File: src/sv/gbns_pkg.sv
// Shared types and codes for the go-back-n sender window.
`default_nettype none
package gbns_pkg;

   // Field widths fixed by the interface
   localparam int ID_W      = 32;
   localparam int OP_W      = 2;
   localparam int ACK_W     = 3;
   localparam int KIND_W    = 3;
   localparam int SMALL_W   = 3;
   localparam int TICK_W    = 8;
   localparam int CSR_W     = 32;
   localparam int CSR_ADDR_W = 2;

   // Input operation codes
   localparam logic [OP_W-1:0] OP_SEND = 2'd0;
   localparam logic [OP_W-1:0] OP_ACK  = 2'd1;
   localparam logic [OP_W-1:0] OP_TICK = 2'd2;
   localparam logic [OP_W-1:0] OP_NONE = 2'd3;

   // Result kind codes
   localparam logic [KIND_W-1:0] KIND_SENT    = 3'd0;
   localparam logic [KIND_W-1:0] KIND_REFUSED = 3'd1;
   localparam logic [KIND_W-1:0] KIND_ACK     = 3'd2;
   localparam logic [KIND_W-1:0] KIND_TICK    = 3'd3;
   localparam logic [KIND_W-1:0] KIND_RESEND  = 3'd4;
   localparam logic [KIND_W-1:0] KIND_EMPTY   = 3'd5;

   // Register map (word index)
   localparam logic [CSR_ADDR_W-1:0] REG_TIMEOUT   = 2'd0;
   localparam logic [TICK_W-1:0]     TIMEOUT_RESET = 8'd3;

   typedef enum logic [1:0] {
      CMD_SEND,
      CMD_ACK,
      CMD_TICK
   } cmd_kind_type;

   typedef struct packed {
      cmd_kind_type       kind;
      logic [ID_W-1:0]    packet_id;
      logic [ACK_W-1:0]   ack_seq;
   } cmd_type;

   typedef enum logic [1:0] {
      ST_IDLE,
      ST_SCAN,
      ST_RESEND
   } state_type;

endpackage
`default_nettype wire

File: src/sv/go_back_n_sender_window_unit.sv
// Top level of the go-back-n sender window: front end, back end and register port.
// Usage:
//  - req_* channel (valid/ready): one transfer per command. operation selects
//    send (packet_id), acknowledgement (ack_seq) or timer tick; the unused
//    opcode is taken and produces nothing.
//  - rsp_* channel (valid/ready): one or more result transfers per command;
//    rsp_last marks the final one. A timeout resends every outstanding
//    packet oldest first, one transfer per cycle while rsp_ready is high.
//  - csr_* port (APB): word 0 holds timeout_ticks (8 bits, reset 3).
// Timing:
//  - A 2-entry command queue sits between front and back, so requests are
//    taken while the back end works or while a result waits on rsp_ready.
//  - Send and tick: the command passes the queue, then the result register;
//    one command per cycle sustained while rsp_ready is high.
//  - Acknowledgement: no search on an empty window, else entries are checked
//    oldest first until one matches; a resend burst: one transfer per packet.
//  - If rsp_ready is low while a result waits, the result register holds and
//    the back end stalls; the queue fills, then req_ready drops.
// Reset (synchronous): window empty, counters zero, timeout_ticks = 3.
`default_nettype none
module go_back_n_sender_window_unit #(
   parameter int WINDOW = 4
) (
   input  wire logic                                 clock,
   input  wire logic                                 reset,
   // request channel
   input  wire logic                                 req_valid,
   output logic                                      req_ready,
   input  wire logic [gbns_pkg::OP_W-1:0]            req_operation,
   input  wire logic [gbns_pkg::ID_W-1:0]            req_packet_id,
   input  wire logic [gbns_pkg::ACK_W-1:0]           req_ack_seq,
   // response channel
   output logic                                      rsp_valid,
   input  wire logic                                 rsp_ready,
   output logic [gbns_pkg::KIND_W-1:0]               rsp_kind,
   output logic [gbns_pkg::ID_W-1:0]                 rsp_out_packet_id,
   output logic [gbns_pkg::SMALL_W-1:0]              rsp_out_seq,
   output logic [gbns_pkg::SMALL_W-1:0]              rsp_freed_count,
   output logic [gbns_pkg::SMALL_W-1:0]              rsp_outstanding,
   output logic                                      rsp_last,
   // register port
   input  wire logic                                 csr_psel,
   input  wire logic                                 csr_penable,
   input  wire logic                                 csr_pwrite,
   input  wire logic [gbns_pkg::CSR_ADDR_W-1:0]      csr_paddr,
   input  wire logic [gbns_pkg::CSR_W-1:0]           csr_pwdata,
   output logic [gbns_pkg::CSR_W-1:0]                csr_prdata,
   output logic                                      csr_pready
);

   logic                          cmd_valid;
   gbns_pkg::cmd_type             cmd;
   logic                          cmd_pop;

   logic [gbns_pkg::TICK_W-1:0]   timeout_ff, timeout_in;
   logic                          csr_hit;
   logic                          csr_wr;

   // --- register port -------------------------------------------------
   // Single word; both address bits are shifted out, so every address decodes to it.
   assign csr_hit    = (gbns_pkg::CSR_ADDR_W'(csr_paddr >> 2) == gbns_pkg::REG_TIMEOUT);
   assign csr_wr     = csr_psel && csr_penable && csr_pwrite && csr_pready;
   assign csr_pready = 1'b1;
   assign csr_prdata = csr_hit ? gbns_pkg::CSR_W'(timeout_ff) : '0;
   assign timeout_in = (csr_wr && csr_hit) ? csr_pwdata[gbns_pkg::TICK_W-1:0] : timeout_ff;

   always_ff @(posedge clock) begin
      if (reset) begin
         timeout_ff <= gbns_pkg::TIMEOUT_RESET;
      end else begin
         timeout_ff <= timeout_in;
      end
   end

   // --- front end: take requests, classify, queue ---------------------
   gbns_front u_front (
      .clock         (clock),
      .reset         (reset),
      .req_valid     (req_valid),
      .req_ready     (req_ready),
      .req_operation (req_operation),
      .req_packet_id (req_packet_id),
      .req_ack_seq   (req_ack_seq),
      .cmd_valid     (cmd_valid),
      .cmd           (cmd),
      .cmd_pop       (cmd_pop)
   );

   // --- back end: window ring, ack search, retransmit -----------------
   gbns_back #(
      .WINDOW (WINDOW)
   ) u_back (
      .clock             (clock),
      .reset             (reset),
      .cmd_valid         (cmd_valid),
      .cmd               (cmd),
      .cmd_pop           (cmd_pop),
      .timeout_ticks     (timeout_ff),
      .rsp_valid         (rsp_valid),
      .rsp_ready         (rsp_ready),
      .rsp_kind          (rsp_kind),
      .rsp_out_packet_id (rsp_out_packet_id),
      .rsp_out_seq       (rsp_out_seq),
      .rsp_freed_count   (rsp_freed_count),
      .rsp_outstanding   (rsp_outstanding),
      .rsp_last          (rsp_last)
   );

   // --- assertions ----------------------------------------------------
   // a resend burst continues on the very next cycle once a transfer completes
   a_resend_burst: assert property (@(posedge clock) disable iff (reset)
      (rsp_valid && rsp_ready && rsp_kind == gbns_pkg::KIND_RESEND && !rsp_last)
      |=> (rsp_valid && rsp_kind == gbns_pkg::KIND_RESEND))
      else $error("resend burst broken");

   // only acknowledgements free entries
   a_freed_only_ack: assert property (@(posedge clock) disable iff (reset)
      (rsp_valid && rsp_kind != gbns_pkg::KIND_ACK) |-> (rsp_freed_count == '0))
      else $error("freed count on non-ack result");

   // a refused send means the window is full
   a_refused_full: assert property (@(posedge clock) disable iff (reset)
      (rsp_valid && rsp_kind == gbns_pkg::KIND_REFUSED)
      |-> (rsp_outstanding == gbns_pkg::SMALL_W'(WINDOW)))
      else $error("send refused with room in window");

   // a single-result command always carries last
   a_single_last: assert property (@(posedge clock) disable iff (reset)
      (rsp_valid && rsp_kind != gbns_pkg::KIND_RESEND) |-> rsp_last)
      else $error("last missing on single result");

endmodule
`default_nettype wire

File: src/sv/gbns_front.sv
// Front end: accepts request transfers, classifies them and queues commands.
`default_nettype none
module gbns_front (
   input  wire logic                          clock,
   input  wire logic                          reset,
   input  wire logic                          req_valid,
   output logic                               req_ready,
   input  wire logic [gbns_pkg::OP_W-1:0]     req_operation,
   input  wire logic [gbns_pkg::ID_W-1:0]     req_packet_id,
   input  wire logic [gbns_pkg::ACK_W-1:0]    req_ack_seq,
   output logic                               cmd_valid,
   output gbns_pkg::cmd_type                  cmd,
   input  wire logic                          cmd_pop
);

   localparam int DEPTH = 2;

   gbns_pkg::cmd_type q_ff [DEPTH];
   logic              wr_ptr_ff, wr_ptr_in;
   logic              rd_ptr_ff, rd_ptr_in;
   logic [1:0]        fill_ff, fill_in;
   logic              push;
   gbns_pkg::cmd_type new_cmd;

   assign req_ready = (fill_ff != 2'(DEPTH));
   assign cmd_valid = (fill_ff != 2'd0);
   assign cmd       = q_ff[rd_ptr_ff];

   // classify; unused opcode is taken and dropped
   always_comb begin
      new_cmd.packet_id = req_packet_id;
      new_cmd.ack_seq   = req_ack_seq;
      new_cmd.kind      = gbns_pkg::CMD_SEND;
      push              = req_valid && req_ready;
      unique case (req_operation)
         gbns_pkg::OP_SEND: new_cmd.kind = gbns_pkg::CMD_SEND;
         gbns_pkg::OP_ACK:  new_cmd.kind = gbns_pkg::CMD_ACK;
         gbns_pkg::OP_TICK: new_cmd.kind = gbns_pkg::CMD_TICK;
         default:           push = 1'b0;
      endcase
   end

   always_comb begin
      wr_ptr_in = push ? ~wr_ptr_ff : wr_ptr_ff;
      rd_ptr_in = cmd_pop ? ~rd_ptr_ff : rd_ptr_ff;
      fill_in   = fill_ff + 2'(push) - 2'(cmd_pop);
   end

   always_ff @(posedge clock) begin
      if (reset) begin
         wr_ptr_ff <= 1'b0;
         rd_ptr_ff <= 1'b0;
         fill_ff   <= 2'd0;
      end else begin
         wr_ptr_ff <= wr_ptr_in;
         rd_ptr_ff <= rd_ptr_in;
         fill_ff   <= fill_in;
      end
   end

   always_ff @(posedge clock) begin
      if (push) begin
         q_ff[wr_ptr_ff] <= new_cmd;
      end
   end

endmodule
`default_nettype wire

File: src/sv/gbns_back.sv
// Back end: window state, ack search, retransmit walk and result register.
`default_nettype none
module gbns_back #(
   parameter int WINDOW = 4
) (
   input  wire logic                            clock,
   input  wire logic                            reset,
   input  wire logic                            cmd_valid,
   input  wire gbns_pkg::cmd_type               cmd,
   output logic                                 cmd_pop,
   input  wire logic [gbns_pkg::TICK_W-1:0]     timeout_ticks,
   output logic                                 rsp_valid,
   input  wire logic                            rsp_ready,
   output logic [gbns_pkg::KIND_W-1:0]          rsp_kind,
   output logic [gbns_pkg::ID_W-1:0]            rsp_out_packet_id,
   output logic [gbns_pkg::SMALL_W-1:0]         rsp_out_seq,
   output logic [gbns_pkg::SMALL_W-1:0]         rsp_freed_count,
   output logic [gbns_pkg::SMALL_W-1:0]         rsp_outstanding,
   output logic                                 rsp_last
);

   localparam int IDX_W = (WINDOW > 1) ? $clog2(WINDOW) : 1;
   localparam int CNT_W = $clog2(WINDOW + 1);
   localparam int SEQ_W = CNT_W;
   localparam int CMP_W = (SEQ_W > gbns_pkg::ACK_W) ? SEQ_W : gbns_pkg::ACK_W;

   gbns_pkg::state_type state_ff, state_in;

   logic [IDX_W-1:0]             head_ff, head_in;
   logic [CNT_W-1:0]             count_ff, count_in;
   logic [SEQ_W-1:0]             next_seq_ff, next_seq_in;
   logic [gbns_pkg::TICK_W-1:0]  tick_ff, tick_in;
   logic [CNT_W-1:0]             idx_ff, idx_in;
   logic [gbns_pkg::ACK_W-1:0]   ack_ff, ack_in;

   logic [gbns_pkg::ID_W-1:0]    ids_ff  [WINDOW];
   logic [SEQ_W-1:0]             seqs_ff [WINDOW];

   logic                         rsp_valid_ff;
   logic [gbns_pkg::KIND_W-1:0]  rsp_kind_ff;
   logic [gbns_pkg::ID_W-1:0]    rsp_id_ff;
   logic [gbns_pkg::SMALL_W-1:0] rsp_seq_ff;
   logic [gbns_pkg::SMALL_W-1:0] rsp_freed_ff;
   logic [gbns_pkg::SMALL_W-1:0] rsp_outst_ff;
   logic                         rsp_last_ff;

   logic                         out_free;
   logic [IDX_W-1:0]             scan_slot;
   logic [IDX_W-1:0]             send_slot;
   logic [SEQ_W-1:0]             cur_seq;
   logic [gbns_pkg::ID_W-1:0]    cur_id;
   logic                         match;
   logic                         is_last_idx;
   logic                         full;
   logic                         expired;
   logic [CNT_W-1:0]             idx_next;

   logic                         wr_en;
   logic                         emit;
   logic [gbns_pkg::KIND_W-1:0]  emit_kind;
   logic [gbns_pkg::ID_W-1:0]    emit_id;
   logic [SEQ_W-1:0]             emit_seq;
   logic [CNT_W-1:0]             emit_freed;
   logic [CNT_W-1:0]             emit_outst;
   logic                         emit_last;

   // ring index reduction, argument stays below 2*WINDOW
   function automatic logic [IDX_W-1:0] wrap(input logic [IDX_W:0] s);
      logic [IDX_W:0] r;
      r = s;
      if (s >= (IDX_W+1)'(WINDOW)) begin
         r = s - (IDX_W+1)'(WINDOW);
      end
      return r[IDX_W-1:0];
   endfunction

   assign out_free    = !rsp_valid_ff || rsp_ready;
   assign scan_slot   = wrap({1'b0, head_ff} + (IDX_W+1)'(idx_ff));
   assign send_slot   = wrap({1'b0, head_ff} + (IDX_W+1)'(count_ff));
   assign cur_seq     = seqs_ff[scan_slot];
   assign cur_id      = ids_ff[scan_slot];
   assign match       = (CMP_W'(cur_seq) == CMP_W'(ack_ff));
   assign idx_next    = idx_ff + CNT_W'(1);
   assign is_last_idx = (idx_next == count_ff);
   assign full        = (count_ff == CNT_W'(WINDOW));
   assign expired     = !(tick_ff < timeout_ticks);

   // next state
   always_comb begin
      state_in = state_ff;
      unique case (state_ff)
         gbns_pkg::ST_IDLE: begin
            if (cmd_valid && out_free) begin
               unique case (cmd.kind)
                  gbns_pkg::CMD_ACK: begin
                     if (count_ff != '0) state_in = gbns_pkg::ST_SCAN;
                  end
                  gbns_pkg::CMD_TICK: begin
                     if (expired && count_ff != '0) state_in = gbns_pkg::ST_RESEND;
                  end
                  default: state_in = gbns_pkg::ST_IDLE;
               endcase
            end
         end
         gbns_pkg::ST_SCAN: begin
            if (out_free && (match || is_last_idx)) state_in = gbns_pkg::ST_IDLE;
         end
         gbns_pkg::ST_RESEND: begin
            if (out_free && is_last_idx) state_in = gbns_pkg::ST_IDLE;
         end
         default: state_in = gbns_pkg::ST_IDLE;
      endcase
   end

   // datapath and result generation
   always_comb begin
      head_in     = head_ff;
      count_in    = count_ff;
      next_seq_in = next_seq_ff;
      tick_in     = tick_ff;
      idx_in      = idx_ff;
      ack_in      = ack_ff;
      cmd_pop     = 1'b0;
      wr_en       = 1'b0;
      emit        = 1'b0;
      emit_kind   = gbns_pkg::KIND_SENT;
      emit_id     = '0;
      emit_seq    = '0;
      emit_freed  = '0;
      emit_outst  = count_ff;
      emit_last   = 1'b1;
      unique case (state_ff)
         gbns_pkg::ST_IDLE: begin
            if (cmd_valid && out_free) begin
               cmd_pop = 1'b1;
               idx_in  = '0;
               ack_in  = cmd.ack_seq;
               unique case (cmd.kind)
                  gbns_pkg::CMD_SEND: begin
                     emit = 1'b1;
                     if (full) begin
                        emit_kind = gbns_pkg::KIND_REFUSED;
                     end else begin
                        wr_en       = 1'b1;
                        emit_kind   = gbns_pkg::KIND_SENT;
                        emit_id     = cmd.packet_id;
                        emit_seq    = next_seq_ff;
                        count_in    = count_ff + CNT_W'(1);
                        emit_outst  = count_ff + CNT_W'(1);
                        next_seq_in = (next_seq_ff == SEQ_W'(WINDOW)) ? '0
                                                                      : next_seq_ff + SEQ_W'(1);
                     end
                  end
                  gbns_pkg::CMD_ACK: begin
                     // empty window: nothing to search
                     if (count_ff == '0) begin
                        emit      = 1'b1;
                        emit_kind = gbns_pkg::KIND_ACK;
                     end
                  end
                  gbns_pkg::CMD_TICK: begin
                     if (!expired) begin
                        tick_in   = tick_ff + gbns_pkg::TICK_W'(1);
                        emit      = 1'b1;
                        emit_kind = gbns_pkg::KIND_TICK;
                     end else begin
                        tick_in = '0;
                        if (count_ff == '0) begin
                           emit      = 1'b1;
                           emit_kind = gbns_pkg::KIND_EMPTY;
                        end
                     end
                  end
                  default: cmd_pop = 1'b1;
               endcase
            end
         end
         gbns_pkg::ST_SCAN: begin
            if (out_free) begin
               if (match) begin
                  emit       = 1'b1;
                  emit_kind  = gbns_pkg::KIND_ACK;
                  emit_freed = idx_next;
                  emit_outst = count_ff - idx_next;
                  head_in    = wrap({1'b0, scan_slot} + (IDX_W+1)'(1));
                  count_in   = count_ff - idx_next;
                  tick_in    = '0;
               end else if (is_last_idx) begin
                  emit      = 1'b1;
                  emit_kind = gbns_pkg::KIND_ACK;
               end else begin
                  idx_in = idx_next;
               end
            end
         end
         gbns_pkg::ST_RESEND: begin
            if (out_free) begin
               emit      = 1'b1;
               emit_kind = gbns_pkg::KIND_RESEND;
               emit_id   = cur_id;
               emit_seq  = cur_seq;
               emit_last = is_last_idx;
               idx_in    = idx_next;
            end
         end
         default: cmd_pop = 1'b0;
      endcase
   end

   always_ff @(posedge clock) begin
      if (reset) begin
         state_ff     <= gbns_pkg::ST_IDLE;
         head_ff      <= '0;
         count_ff     <= '0;
         next_seq_ff  <= '0;
         tick_ff      <= '0;
         rsp_valid_ff <= 1'b0;
      end else begin
         state_ff    <= state_in;
         head_ff     <= head_in;
         count_ff    <= count_in;
         next_seq_ff <= next_seq_in;
         tick_ff     <= tick_in;
         if (emit) begin
            rsp_valid_ff <= 1'b1;
         end else if (rsp_ready) begin
            rsp_valid_ff <= 1'b0;
         end
      end
   end

   always_ff @(posedge clock) begin
      idx_ff <= idx_in;
      ack_ff <= ack_in;
      if (wr_en) begin
         ids_ff[send_slot]  <= cmd.packet_id;
         seqs_ff[send_slot] <= next_seq_ff;
      end
      if (emit) begin
         rsp_kind_ff  <= emit_kind;
         rsp_id_ff    <= emit_id;
         rsp_seq_ff   <= gbns_pkg::SMALL_W'(emit_seq);
         rsp_freed_ff <= gbns_pkg::SMALL_W'(emit_freed);
         rsp_outst_ff <= gbns_pkg::SMALL_W'(emit_outst);
         rsp_last_ff  <= emit_last;
      end
   end

   assign rsp_valid         = rsp_valid_ff;
   assign rsp_kind          = rsp_kind_ff;
   assign rsp_out_packet_id = rsp_id_ff;
   assign rsp_out_seq       = rsp_seq_ff;
   assign rsp_freed_count   = rsp_freed_ff;
   assign rsp_outstanding   = rsp_outst_ff;
   assign rsp_last          = rsp_last_ff;

endmodule
`default_nettype wire

File: config.mk
export PLATFORM = sky130hd
export DESIGN_NAME = go_back_n_sender_window_unit
export DESIGN_NICKNAME = d
export VERILOG_FILES = /design/src/sv/gbns_pkg.sv /design/src/sv/go_back_n_sender_window_unit.sv /design/src/sv/gbns_front.sv /design/src/sv/gbns_back.sv
export SDC_FILE = /design/constraint.sdc
export NUM_CORES = 1
export LEC_CHECK = 0
export BUFFER_PORTS_ARGS = -buffer_cell sky130_fd_sc_hd__buf_4
export CAP_MARGIN = 0
export CORE_ASPECT_RATIO = 0.9
export CORE_MARGIN = 10
export CORE_UTILIZATION = 30
export DETAILED_ROUTE_END_ITERATION = 12
export GPL_ROUTABILITY_DRIVEN = 0
export MAX_ROUTING_LAYER = met4
export PLACE_DENSITY = 0.49
export SYNTH_ARGS = -nofsm -noshare
export SYNTH_HDL_FRONTEND = slang
export SYNTH_SLANG_ARGS = --single-unit
File: constraint.sdc
create_clock -name clock -period 6.36 [get_ports clock]
set_clock_uncertainty 0.2 [all_clocks]
set_input_delay 1.272 -clock clock [delete_from_list [all_inputs] [get_ports clock]]
set_output_delay 1.272 -clock clock [all_outputs]
set_load 0.01 [all_outputs]
==> flow_metrics.tcl <==
set metrics [dict create \
    outcome "complete, no violations" \
    layout.nets 961 \
    p_seq_share_pct 41.7 \
    ant_nets 0 \
    cts_hold_buf 0 \
    fin_cells 1423 \
    cts.sinks 297 \
    max_stage_delay_ns 0.89 \
    cp_top_family "XOR/XNOR gates" \
    cts_resized 0 \
    critPathMaxFanout 40 \
    criticalPathCategory "reg2reg" \
    share_comb_of_total_power_pct 28.4 \
    grt_max_degree 41 \
    syn_area_sq_um 12200 \
    async_reset_ff_share_pct 0 \
    pin_count 158 \
    slew_viol_final 0 \
    crit_buf_inv 1 \
    worst_setup_path_start_kind "flip-flop" \
    vdd_ir_drop_max_v 0.000224 \
    post_drt_via_cell_ratio 4.59 \
    clk_latency_ns 0.50 \
    grt_overflow_total 0 \
    setup_viol_count_final 0 \
    worst-slew-pin-transition_ns 1.03 \
    cts_setup_buffers 0 \
    grt_usage_pct 11.1 \
    synth_area_leaders "edfxtp_1 65%, mux4_2 6.3%, dfxtp_1 5.2%" \
    synth.top_cell.area_share_pct 65.0 \
    htreeDepth 2 \
    antenna_found_initial 1 \
    synth_edf_count 265 \
    start_util_pct 30.3 \
    routed_wl_um 27000 \
    final_cell_mix "265 x edfxtp_1, 116 x buf_4, 42 x nand2_1, 40 x mux2_2, 37 x clkbuf_16" \
    hold_path.class "reg2reg" \
    path_clk_slew_ns 0.06 \
    placed_cells 1361 \
    synth_cells 734 \
    synth_cell_type_count 64 \
    yosys.area.top_type "edfxtp_1" \
    yosysSeqAreaShare_pct 70.2 \
    syn_to_final_growth_pct 20.6 \
    grt_pass1_vias 6900 \
    drive_above_1_share_pct 30.0 \
    dp_hpwl_um 17000 \
    final.setup.tns_ns 0 \
    power.density_nw_per_um2 444 \
    leakagePower_nw 5.16 \
    die_y_um 212 \
    syn_area_per_cell_sq_um 16.7 \
    synthFlopType "edfxtp_1" \
    drt_iter0_markers 413 \
    fp.coreArea_sq_um 40500 \
    cts_buffer_depth 3 \
    portBuffers 106 \
    remaining_drc_errors 0 \
    clockPowerShare_pct 30.0 \
    rows 70 \
    timing.final.crit_share_pct 69.3 \
    dpl_cell_area_sq_um 13600 \
    intPower_mw 4.59 \
    ys_warn_count 0 \
    die_w_um 233 \
    wl_per_cell_um 19.0 \
    cp.required_ns 6.29 \
    first_pass_iters 4 \
    hold_viol 0 \
    tritoncts "built" \
    fmax_mhz 227 \
    max_slew_margin_pct 30.9 \
    rsz0062_at_grt "no" \
    grt_pass1_wl_um 41200 \
    via_count 6538 \
    cp-end-kind "flip-flop" \
    critPathSlowestCell "xnor3_4" \
    drv_cap 0 \
    switchingPower_mw 1.97 \
    switching_share_pct 30.0 \
    root_buffer "clkbuf_16" \
    layout_commonest_cell "edfxtp_1" \
    fin_crit_ns 4.41 \
    crit_arrival_ns 4.34 \
    crit_chain "ha_2 > xnor3_4 > mux4_2 > xnor2_1 > a31oi_1 > o21ba_2 > o32ai_4 > buf_4" \
    design_area_sq_um 14800 \
    synth_seq_cells 297 \
    cts_made_buffers 35 \
    dieArea_sq_um 49300 \
]
[worst register-to-register path: cells and delay by family (launching register included)]
family	cells	cell delay, ns
DFF	1	0.44
adders and majority gates	1	0.24
xor gates and xnor gates	2	1.10
AOI/OAI and AO/OA	3	0.70
muxes	1	0.70
buffers and inverters	1	0.64
[synth_stat cells, drive strengths merged (16+ instances only)]
cell type  instances
ha                24
a21oi             27
dfxtp             32
nor2              23
inv               23
mux4              34
edfxtp           265
buf               36
clkbuf            16
a22o              33
nand2             42
mux2              41
[through the flow]
step	setup WS (ns)	total power, mW	hold slack, ns	utilization (%)
global route	1.64	6.92	0.291	36.5
CTS	1.83	6.68	0.278	36.5
finish	1.95	6.55	0.273	36.5
floorplan	0.0580	3.98	0.256	-
detailed placement	1.63	4.68	0.270	33.7
global placement	1.63	4.66	0.268	33.7
[kinds of logic after synthesis]
group | Yosys count | synth area share, %
and+or+nand+nor | 134 | 5.80
muxes | 77 | 10.2
AOI/OAI and AO/OA | 106 | 6.32
buffers and inverters | 75 | 3.24
xor gates and xnor gates | 18 | 1.53
adders and majority gates | 25 | 2.62
other | 2 | 0.0613
DFF | 297 | 70.2
[power by group through the flow]
stage	clock, mW	sequential (mW)	combinational (mW)
after floorplan	0	2.84	1.14
after global placement	0	2.77	1.89
after detailed placement	0	2.77	1.90
after CTS	2.03	2.74	1.91
after global routing	2.11	2.77	2.04
final	1.96	2.73	1.86
[registers in the layout, summed over array words and instances, names as in the netlist, 8 cells and up, named ones only]
name                      count
u_back.ids_ff               128
u_front.q_ff                 74
u_back.rsp_out_packet_id     32
u_back.seqs_ff               12
timeout_ff                    8
u_back.tick_ff                8
[final timing paths]
check                         from                           to  slack (ns)  cells after the start
hold reg to reg      timeout_ff[3]                timeout_ff[3]        0.27                      2
hold / removal       timeout_ff[3]                timeout_ff[3]        0.27                      2
setup reg to reg  u_back.idx_ff[0]  u_back.rsp_out_packet_id[2]        1.95                      8
setup / recovery  u_back.idx_ff[0]  u_back.rsp_out_packet_id[2]        1.95                      8
[layer usage]
layer | up-vias | track usage [%] | wire, um
met1 | 3283 | 14.2 | 12200
met5 | - | - | 0
met3 | 38 | 2.45 | 1390
met2 | 155 | 17.4 | 12900
li1 | 3062 | - | -
met4 | 0 | 3.38 | 567
[cell type report]
cell class	instances	area, sq um
fillers	3895	25700
inverters	23	86.3
flip-flops and latches	297	8600
clock buffers	46	980
clock inverters	15	156
repair buffers	116	871
well taps	540	676
diodes	1	2.50
multi-input cells	385	3400
Power figures use the tool's default switching activity.
